--- src/rtl/tirt_ram.sv ---
// generic simple dual-port ram with registered read
`default_nettype none
module tirt_ram #(
  parameter int WIDTH = 8,
  parameter int DEPTH = 16
) (
  input  wire logic                     clk,
  input  wire logic                     we,
  input  wire logic [$clog2(DEPTH)-1:0] waddr,
  input  wire logic [WIDTH-1:0]         wdata,
  input  wire logic [$clog2(DEPTH)-1:0] raddr,
  output logic      [WIDTH-1:0]         rdata
);

  logic [WIDTH-1:0] mem [DEPTH];

  always_ff @(posedge clk) begin
    if (we) begin
      mem[waddr] <= wdata;
    end
    rdata <= mem[raddr];
  end

endmodule
`default_nettype wire

--- config.mk ---
export PLATFORM = sky130hd
export DESIGN_NAME = tirt_ram
export DESIGN_NICKNAME = d
export VERILOG_FILES = /design/src/rtl/tirt_ram.sv
export SDC_FILE = /design/constraint.sdc
export NUM_CORES = 1
export LEC_CHECK = 0
export BUFFER_PORTS_ARGS = -buffer_cell sky130_fd_sc_hd__buf_2
export CAP_MARGIN = 20
export CORE_MARGIN = 2
export CORE_UTILIZATION = 45
export DETAILED_ROUTE_END_ITERATION = 12
export GPL_TIMING_DRIVEN = 1
export PLACE_DENSITY = 0.71
export SLEW_MARGIN = 0
export SYNTH_ARGS = -nofsm -noshare
export SYNTH_HDL_FRONTEND = slang
export SYNTH_SLANG_ARGS = --single-unit
--- constraint.sdc ---
create_clock -name clk -period 2.6 [get_ports clk]
set_input_delay 0.13 -clock clk [delete_from_list [all_inputs] [get_ports clk]]
set_output_delay 0.13 -clock clk [all_outputs]
set_load 0.01 [all_outputs]
==> metrics list <==
- Die ar.: 12,310 um2
- Chip width: 111.0 um
- The longest clock path from root to sink contains 2 buffers.
* Hold buffers post-CTS: 0
- Entering global routing, the biggest net connects 33 pins.
- VDD IR max: 0.3781 mV
* Fmax: 688.0 MHz
* Number of hold violations in the final report: 0
* Final period util: 0.5591
* Synthesis warning total: 0
- Max FO, Critical Path: 1
* Leakage: 2.082 nW
- Number of clock sinks seen by CTS: 136
* Share of final-layout standard cells stronger than drive strength 1: 0.3024
- The cell area that synthesis handed to floorplanning was 5147 um2.
- The synthesized-area fraction occupied by ao, oa, aoi and oai cells was 0.02333.
* Global-route total usage across every layer: 0.1703
- Worst Setup End Kind: register
- Placeable core region: 11,270 um2
* Post-synthesis register bit count: 136
- Number of antenna violations at the first check in global routing: 0
- Arithmetic-cell share of the synthesized area counting full adders, half adders and majority gates: 0
* Headroom to the max-slew limit: 0.4178
- Number of failing setup endpoints in the final timing report: 0
- Power spread over the standard cell area amounts to 861.3 nW/um2.
* TNS Setup: 0 ns
* Synthesized netlist cell count: 229
* Main combinational cell family by area after synthesis: multiplexers
- TritonCTS built the clock tree.
- Worst-margin pin slew: 0.8700 ns
- During placement, the flow inserted port buffers numbering 25.
- Nets: 296
- The clock period could shrink to 1.454 ns.
- Count of antenna diodes in the layout: 0
- The later pin in the worst-skew pair is clocked with a latency of 0.41 ns.
- Average via count per standard cell: 5.530
* Total area of multi-input combinational cells: 1057 um2
* Part of the Yosys area used for sequential elements: 0.7778
- Worst setup path startpoint: mem[1][1]$_DFFE_PP_
- Class of the tightest hold or removal check: in -> reg
- After synthesis, the share of cell area in mux cells is 0.1502.
- Post-DR wirelength/cell: 22.53 um
- Number of max-slew violations in the final report: 0
* Worst reg2reg startpoint: mem[1][1]$_DFFE_PP_
* DRC violations left: 0
- Summed over all layers, the routed wires come to 9.776 mm.
- Registers take 4004 um2.
- Setup repair after global routing left no endpoint under its margin.
- A synthesized cell averages 22.48 um2.
- At the end of routability-driven placement, the weighted congestion stood at 0.7377.
- Count of different cell masters after synthesis: 19
* Fillers: 826
* Number of gates resized after cts: 0
- Result of the run: complete, no violations
* Post-route insts no fill: 434
* Remaining number of nets flagged by the antenna check after routing: 0
- Startpoint of the lowest-slack hold path: wdata[3]
- Total number of placement rows: 39
* Area fraction in and, or, nand and nor cells after synthesis: 0.03184
* Clock-pin slew on the worst setup and hold paths: 0.06 ns
- The routed layout has 2,400 vias.
- The tool flagged a number of max-cap violations equal to 0.
- In this run the number of H-tree levels came out at 4.
- Measured along the y axis, the die boundary spans 111.0 um.
* Area growth from synthesis to final layout: 18.98%
- Clock tree root buffer cell: clkbuf_16
- Synthesized netlist net count: 247
* Setup Fix Bufs, Post-CTS: 0
* Path type of the worst setup path: reg -> reg
- Including well taps, the total number of placed cells is 402.
* Final cell area excluding filler cells: 6125 um2
- After detailed placement, the total cell area comes to 5478 um2.
* Number of top-level pins: 26
- Final clock skew: 0.01228 ns
- Detailed placement HPWL: 6.001 mm
* Synthesized-area fraction occupied by xor and xnor cells: 0
- Sort of element at the start of the critical path: register
- Clock tree synthesis inserted a total of 17 buffers.
- The first global-routing pass estimated 15.13 mm of wire.
- For the worst setup path, the data required time is 2.89 ns.
- Final Core Density: 0.5433
- Iter 0 DRT Violations: 196
- Via count of the first global-routing pass: 2,505
- Initial Util: 0.4567
- Data on the critical path arrives at its endpoint at 1.74 ns.
- TritonRoute pass-1 iters: 5
* Residual overflow from global routing: 0
## metal layers
layer | global-route usage | share of wire | vias up
li1 | - | - | 1071
met1 | 0.2334 | 0.44 | 1246
met2 | 0.2671 | 0.49 | 79
met3 | 0.04757 | 0.058 | 4
met4 | 0.05750 | 0.0059 | 0
met5 | 0 | 0 | -
## worst paths after layout
path / endpoint / slack (ns) / cells after the start
setup reg to reg: rdata[1]$_DFF_P_ / 1.15 / 3
setup / recovery: rdata[1]$_DFF_P_ / 1.15 / 3
hold reg to reg: rdata[4]$_DFF_P_ / 0.67 / 3
hold / removal: mem[0][3]$_DFFE_PP_ / 0.10 / 1
## synthesized netlist by cell type
| cell type | count | area share |
|---|---|---|
| mux4_2 | 18 | 0.079 |
| buf_6 | 3 | 0.0066 |
| nand3b_1 | 2 | 0.0029 |
| mux4_1 | 14 | 0.071 |
| and2b_1 | 1 | 0.0015 |
| a22oi_1 | 16 | 0.023 |
| clkdlybuf4s25_2 | 3 | 0.0058 |
| edfxtp_1 | 128 | 0.75 |
| nor3_1 | 4 | 0.0039 |
| buf_4 | 1 | 0.0015 |
| or3b_2 | 1 | 0.0017 |
| nor2b_1 | 1 | 0.0012 |
| buf_2 | 3 | 0.0029 |
| nand3_1 | 1 | 0.00097 |
| and2_1 | 1 | 0.0012 |
| nor2_1 | 13 | 0.0095 |
| nand2b_1 | 2 | 0.0024 |
| dfxtp_1 | 8 | 0.031 |
| nand2_1 | 9 | 0.0066 |
## power by group
part	total [mW]	internal, mW	leakage [nW]	switching, mW
clock network	2.59	1.73	0.308	0.856
logic	0.224	0.0932	0.550	0.131
registers	2.46	2.45	1.22	0.0125
total	5.28	4.28	2.08	0.999
## final cells by class
class / count / share of cell area
Tap cell: 143 / 0.02921
Sequential cell: 136 / 0.6537
Clock inverter: 11 / 0.03207
Clock buffer: 21 / 0.07354
Timing Repair Buffer: 40 / 0.03882
Multi-Input combinational cell: 83 / 0.1726
## critical path: stages (launching register included)
cell and delay [ns]:
edfxtp_1 0.35, mux4_1 0.53, a22oi_1 0.36, nand2_1 0.09
## cell usage in the layout, fill, tap and decap left out, drive strengths merged
master,n
mux4,32
nand2b,2
bufinv,5
dfxtp,8
nor3,4
clkinvlp,2
inv,1
nor2,13
edfxtp,128
nand3b,2
and2b,1
clkbuf,21
or3b,1
buf,40
clkinv,3
nor2b,1
nand3,1
and2,1
a22oi,16
nand2,9
## flip-flops by register name, summed over array words and instances (netlist names)
name,flops
rdata,8
mem,128
## per-stage QoR
step           power, mW  hold WS, ns  worst slack [ns]
3_3_place_gp       2.727       0.5043            0.8418
3_5_place_dp       2.735       0.5241            0.8255
6_report           5.275       0.1018             1.146
4_1_cts            5.309      0.09202             1.168
2_1_floorplan      2.638       0.2289            0.9771
5_1_grt            5.426       0.1036             1.101
## kinds of logic (layout without fill, tap and decap cells)
logic type,Yosys count,count (layout)
compound gates,16,16
buf+inv,10,72
flops,136,136
mux,32,32
simple gates,35,35
Note: power is estimated with default switching activity, not from simulation.
