===== src/rtl/tirt_pkg.sv =====
// shared constants and codes for the transaction id remap table
`default_nettype none
package tirt_pkg;

  localparam int DEF_TABLE_DEPTH = 256;
  localparam int CTLR_COUNT      = 8;
  localparam int XID_W           = 32;
  localparam int CTLR_W          = 3;
  localparam int PERIOD_W        = 16;
  localparam int ACT_W           = 3;
  localparam int OP_W            = 2;
  localparam int IN_TDATA_W      = 40;
  localparam int IN_TUSER_W      = 4;
  localparam int OUT_TDATA_W     = 40;
  localparam int OUT_TUSER_W     = 3;
  localparam logic [PERIOD_W-1:0] PERIOD_RESET = 16'd5;

  localparam logic [OP_W-1:0] OP_CTLR   = 2'd0;
  localparam logic [OP_W-1:0] OP_SWITCH = 2'd1;
  localparam logic [OP_W-1:0] OP_TICK   = 2'd2;
  localparam logic [OP_W-1:0] OP_DISC   = 2'd3;

  localparam logic [ACT_W-1:0] ACT_NONE      = 3'd0;
  localparam logic [ACT_W-1:0] ACT_TO_SWITCH = 3'd1;
  localparam logic [ACT_W-1:0] ACT_TO_CTLR   = 3'd2;
  localparam logic [ACT_W-1:0] ACT_ECHO      = 3'd3;
  localparam logic [ACT_W-1:0] ACT_BARRIER   = 3'd4;
  localparam logic [ACT_W-1:0] ACT_FULL      = 3'd5;

endpackage
`default_nettype wire


===== src/rtl/tirt_xid_mod.sv =====
// transaction id modulo table depth, mask or one bit per cycle
`default_nettype none
module tirt_xid_mod #(
  parameter int DEPTH = tirt_pkg::DEF_TABLE_DEPTH
) (
  input  wire logic                          clk,
  input  wire logic                          rst_n,
  input  wire logic                          start,
  input  wire logic [tirt_pkg::XID_W-1:0]    value,
  output logic                               done,
  output logic      [$clog2(DEPTH)-1:0]      rem
);

  localparam int  AW   = $clog2(DEPTH);
  localparam int  CNTW = $clog2(tirt_pkg::XID_W);
  localparam bit  POW2 = (DEPTH & (DEPTH - 1)) == 0;
  localparam logic [AW:0] DEPTH_V = (AW + 1)'(DEPTH);

  logic                       busy_r, busy_nxt;
  logic                       done_r, done_nxt;
  logic [CNTW-1:0]            cnt_r, cnt_nxt;
  logic [tirt_pkg::XID_W-1:0] val_r, val_nxt;
  logic [AW-1:0]              rem_r, rem_nxt;
  logic [AW:0]                sh;
  logic [AW:0]                red;

  always_comb begin
    sh       = {rem_r, val_r[tirt_pkg::XID_W-1]};
    red      = (sh >= DEPTH_V) ? sh - DEPTH_V : sh;
    busy_nxt = busy_r;
    done_nxt = 1'b0;
    cnt_nxt  = cnt_r;
    val_nxt  = val_r;
    rem_nxt  = rem_r;
    if (start) begin
      if (POW2) begin
        rem_nxt  = value[AW-1:0];
        done_nxt = 1'b1;
      end else begin
        val_nxt  = value;
        rem_nxt  = '0;
        cnt_nxt  = '0;
        busy_nxt = 1'b1;
      end
    end else if (busy_r) begin
      // restoring reduction, msb first
      rem_nxt = red[AW-1:0];
      val_nxt = {val_r[tirt_pkg::XID_W-2:0], 1'b0};
      cnt_nxt = cnt_r + 1'b1;
      if (cnt_r == CNTW'(tirt_pkg::XID_W - 1)) begin
        busy_nxt = 1'b0;
        done_nxt = 1'b1;
      end
    end
  end

  always_ff @(posedge clk) begin
    if (!rst_n) begin
      busy_r <= 1'b0;
      done_r <= 1'b0;
      cnt_r  <= '0;
    end else begin
      busy_r <= busy_nxt;
      done_r <= done_nxt;
      cnt_r  <= cnt_nxt;
    end
    val_r <= val_nxt;
    rem_r <= rem_nxt;
  end

  assign done = done_r;
  assign rem  = rem_r;

endmodule
`default_nettype wire


===== config.mk =====
export PLATFORM = sky130hd
export DESIGN_NAME = tirt_xid_mod
export DESIGN_NICKNAME = d
export VERILOG_FILES = /design/src/rtl/tirt_pkg.sv /design/src/rtl/tirt_xid_mod.sv
export SDC_FILE = /design/constraint.sdc
export NUM_CORES = 1
export LEC_CHECK = 0
export BUFFER_PORTS_ARGS = -buffer_cell sky130_fd_sc_hd__buf_2
export CAP_MARGIN = 20
export CORE_MARGIN = 5
export CORE_UTILIZATION = 35
export DETAILED_ROUTE_END_ITERATION = 10
export GPL_ROUTABILITY_DRIVEN = 1
export GPL_TIMING_DRIVEN = 0
export PLACE_DENSITY_LB_ADDON = 0.08
export SLEW_MARGIN = 20
export SYNTH_ARGS = -nofsm -noshare
export SYNTH_HDL_FRONTEND = slang
export SYNTH_SLANG_ARGS = --single-unit

===== constraint.sdc =====
create_clock -name clk -period 1.1 [get_ports clk]
set_input_delay 0.22 -clock clk [delete_from_list [all_inputs] [get_ports clk]]
set_output_delay 0.22 -clock clk [all_outputs]
set_load 0.01 [all_outputs]

==> reports/results.ini <==
[timing]
fmax_mhz = 872.1
finalMaxSlewViolations = 0
finalCriticalPeriod_ns = 1.147
setup_viol = 1
rsz0062_at_grt = yes
finClkSkew_ns = 0.0003652
timing.final.ws_setup_ns = -0.04663
slew_headroom_pct = 87.83
fin_crit_sh_pct = 104.2
worstMarginPinSlew_ns = 0.1824
hold_violations = 0

[critical_path]
r2r-start = cnt_r[0]
end_kind = flop
worst_path_most_repeated_cell = ha_4
arrival_ns = 1.32
slowest_stage = dfxtp_2
worstSetupPathType = reg2reg
worstPathCellList = ha_4, and3_4, ha_4, mux2i_1, nor2b_1
r2r_cells = 5
cp.required_ns = 1.27
cp_num_buf_inv = 0
cp_max_fo = 2
critPathLaunch = cnt_r[0]
r2r_end = cnt_r[4]
cp-start-kind = flop
crit_family = flip-flops
critPathMaxStageDelay_ns = 0.36
ff2ff_setup_slack_ns = -0.05

[cells_and_area]
final_common_cell = buf_2
area_delta_synth_final_pct = 32.04
n_antenna_cell = 0
finish.utilization_pct = 48.75
nets = 110
final_cell_mix = buf_2, edfxtp_1, mux2_1
drive_gt1_share_pct = 47.22

[floorplanning]
die-area_sq_um = 2799
rows = 15
initial_core_util_pct = 36.92
pin_count = 44
die_h_microns = 52.91
design.core.area_sq_um = 1745
die_w_microns = 52.91

[min_path]
min_from = value[0]
hold_path_end = rem[0]
hp-class = in2reg
holdPathStages = 2

[route]
drtAntennaViolNets = 0
viasPerCell = 4.443
vias = 431
wire_per_inst_microns = 11.52
wl_mm = 1.117
first_iter_violations = 0
drcViolationCount = 0
first_pass_iters = 1

[global_routing]
use_met3_pct = 2.535
grt_pass1_vias = 461
met1_usage_pct = 9.091
busiest_layer = met2
grt_util_met2_pct = 17.56
overflow = 0
grt_start_max_net_pins = 11
grt_pass1_wl_mm = 1.883
antenna_found_initial = 0
grt_usage_pct = 9.182

[yosys]
netlist_instances = 47
async_flop_share_pct = 0
synth_seq_cells = 15
synthFlopType = edfxtp_1
synth.distinct_cells = 19
yosysWarningCount = 0
synth_area_sq_um = 644.4
syn-num-nets = 84
synth.avg_cell_area_sq_um = 13.71
seq_area_frac_synth_pct = 59.03
synth-edff-count = 8

[cts]
clk_pin_slew_worst_paths_ns = 0.09
clockBufferDepth = 2
clkLatencyLatePin_ns = 0.27
hold_buffers = 0
cts_sinks = 15
clockRootBuffer = clkbuf_4
htree_levels = 1
cts_tree = done
numCtsBuffers = 3

[outcome]
violations = negative setup slack
status = finished, violations left

[power_and_ir_drop]
vdd_drop_max_mv = 0.7885
power_density_nw_per_um2 = 1210
leakagePower_uw = 0.0003492

[place]
portBuffers = 19
dp_slack_ns = -0.1528
routabilityCongestion = 0.6989

[run]
cap_violations = 0

==> worst max-delay path by stage <==
stage	endpoint	slack, ns	cells after the start
4_1_cts	cnt_r[4]	-0.06	5
3_5_place_dp	rem[1]	-0.15	3
2_1_floorplan	cnt_r[4]	-0.07	5
5_1_grt	cnt_r[4]	-0.12	5
6_report	cnt_r[4]	-0.05	5
3_3_place_gp	rem[2]	-0.13	3
==> cells by family (layout without fill, tap and decap cells) <==
family	count (synthesis)	after routing	share of synthesized area [%]
flops	15	15	59.03
simple gates	14	14	14.18
mux	10	10	16.89
fa+ha+maj	2	2	3.883
compound gates	2	2	1.553
xor+xnor	2	2	2.719
buf+inv	2	27	1.747
==> per-stage QoR <==
stage                     setup TNS [ns]  cell area [sq um]  hold slack [ns]  std cells  power (uW)
after floorplan                 -0.06907              649.4           0.3416         47       687.6
after global placement            -1.511              775.7           0.4544         91       738.0
after detailed placement          -1.720              775.7           0.4724         91       740.4
after CTS                       -0.06068              834.6           0.2193         97        1042
after global routing             -0.1156              850.8           0.2229         97        1081
final                           -0.04663              850.8           0.2270         97        1029
==> worst reg2reg max path, cell delays in order, from the launching register on <==
cell,delay [ns]
dfxtp_2,0.36
ha_4,0.14
and3_4,0.18
ha_4,0.19
mux2i_1,0.12
nor2b_1,0.05
==> timing repair <==
item,4_1_cts,5_1_grt
setup buffers,2,0
pin swaps,1,0
resized for setup,2,3
setup endpoints to repair,2,10
==> sequential cells by signal (all words and copies together), names as in the netlist <==
signal	cells
rem	8
busy_r	1
cnt_r	5
done	1
==> where the power goes <==
| group | switching [uW] | internal [uW] | leakage, uW |
|---|---|---|---|
| clock network | 162 | 140 | 0.0000150 |
| registers | 8.54 | 618 | 0.000136 |
| logic | 49.1 | 50.9 | 0.000198 |
| total | 220 | 809 | 0.000349 |
==> layout make-up <==
type / count / area, sq um
Multi-Input combinational cell: 30 / 289.0
Inverter: 1 / 3.754
Buffer: 1 / 7.507
Clock buffer: 4 / 26.28
Fill cell: 164 / 894.6
Timing Repair Buffer: 21 / 110.1
Sequential cell: 15 / 382.9
Tap cell: 25 / 31.28
==> routing by layer <==
layer	share of wire [%]	vias to the layer above	wire [microns]
li1	-	218	-
met1	40	199	447
met2	53	12	591
met3	6.0	2	67
met4	0.90	0	10
met5	0	-	0
==> cells in the mapped netlist (2+ instances only) <==
library cell | n | share of area [%]
a21oi_1 | 2 | 1.6
and2_1 | 3 | 2.9
dfxtp_1 | 7 | 22
edfxtp_1 | 8 | 37
ha_1 | 2 | 3.9
mux2_1 | 7 | 12
mux2i_1 | 3 | 4.7
nand2_1 | 2 | 1.2
nor2b_1 | 3 | 2.9
Power figures use the tool's default switching activity.
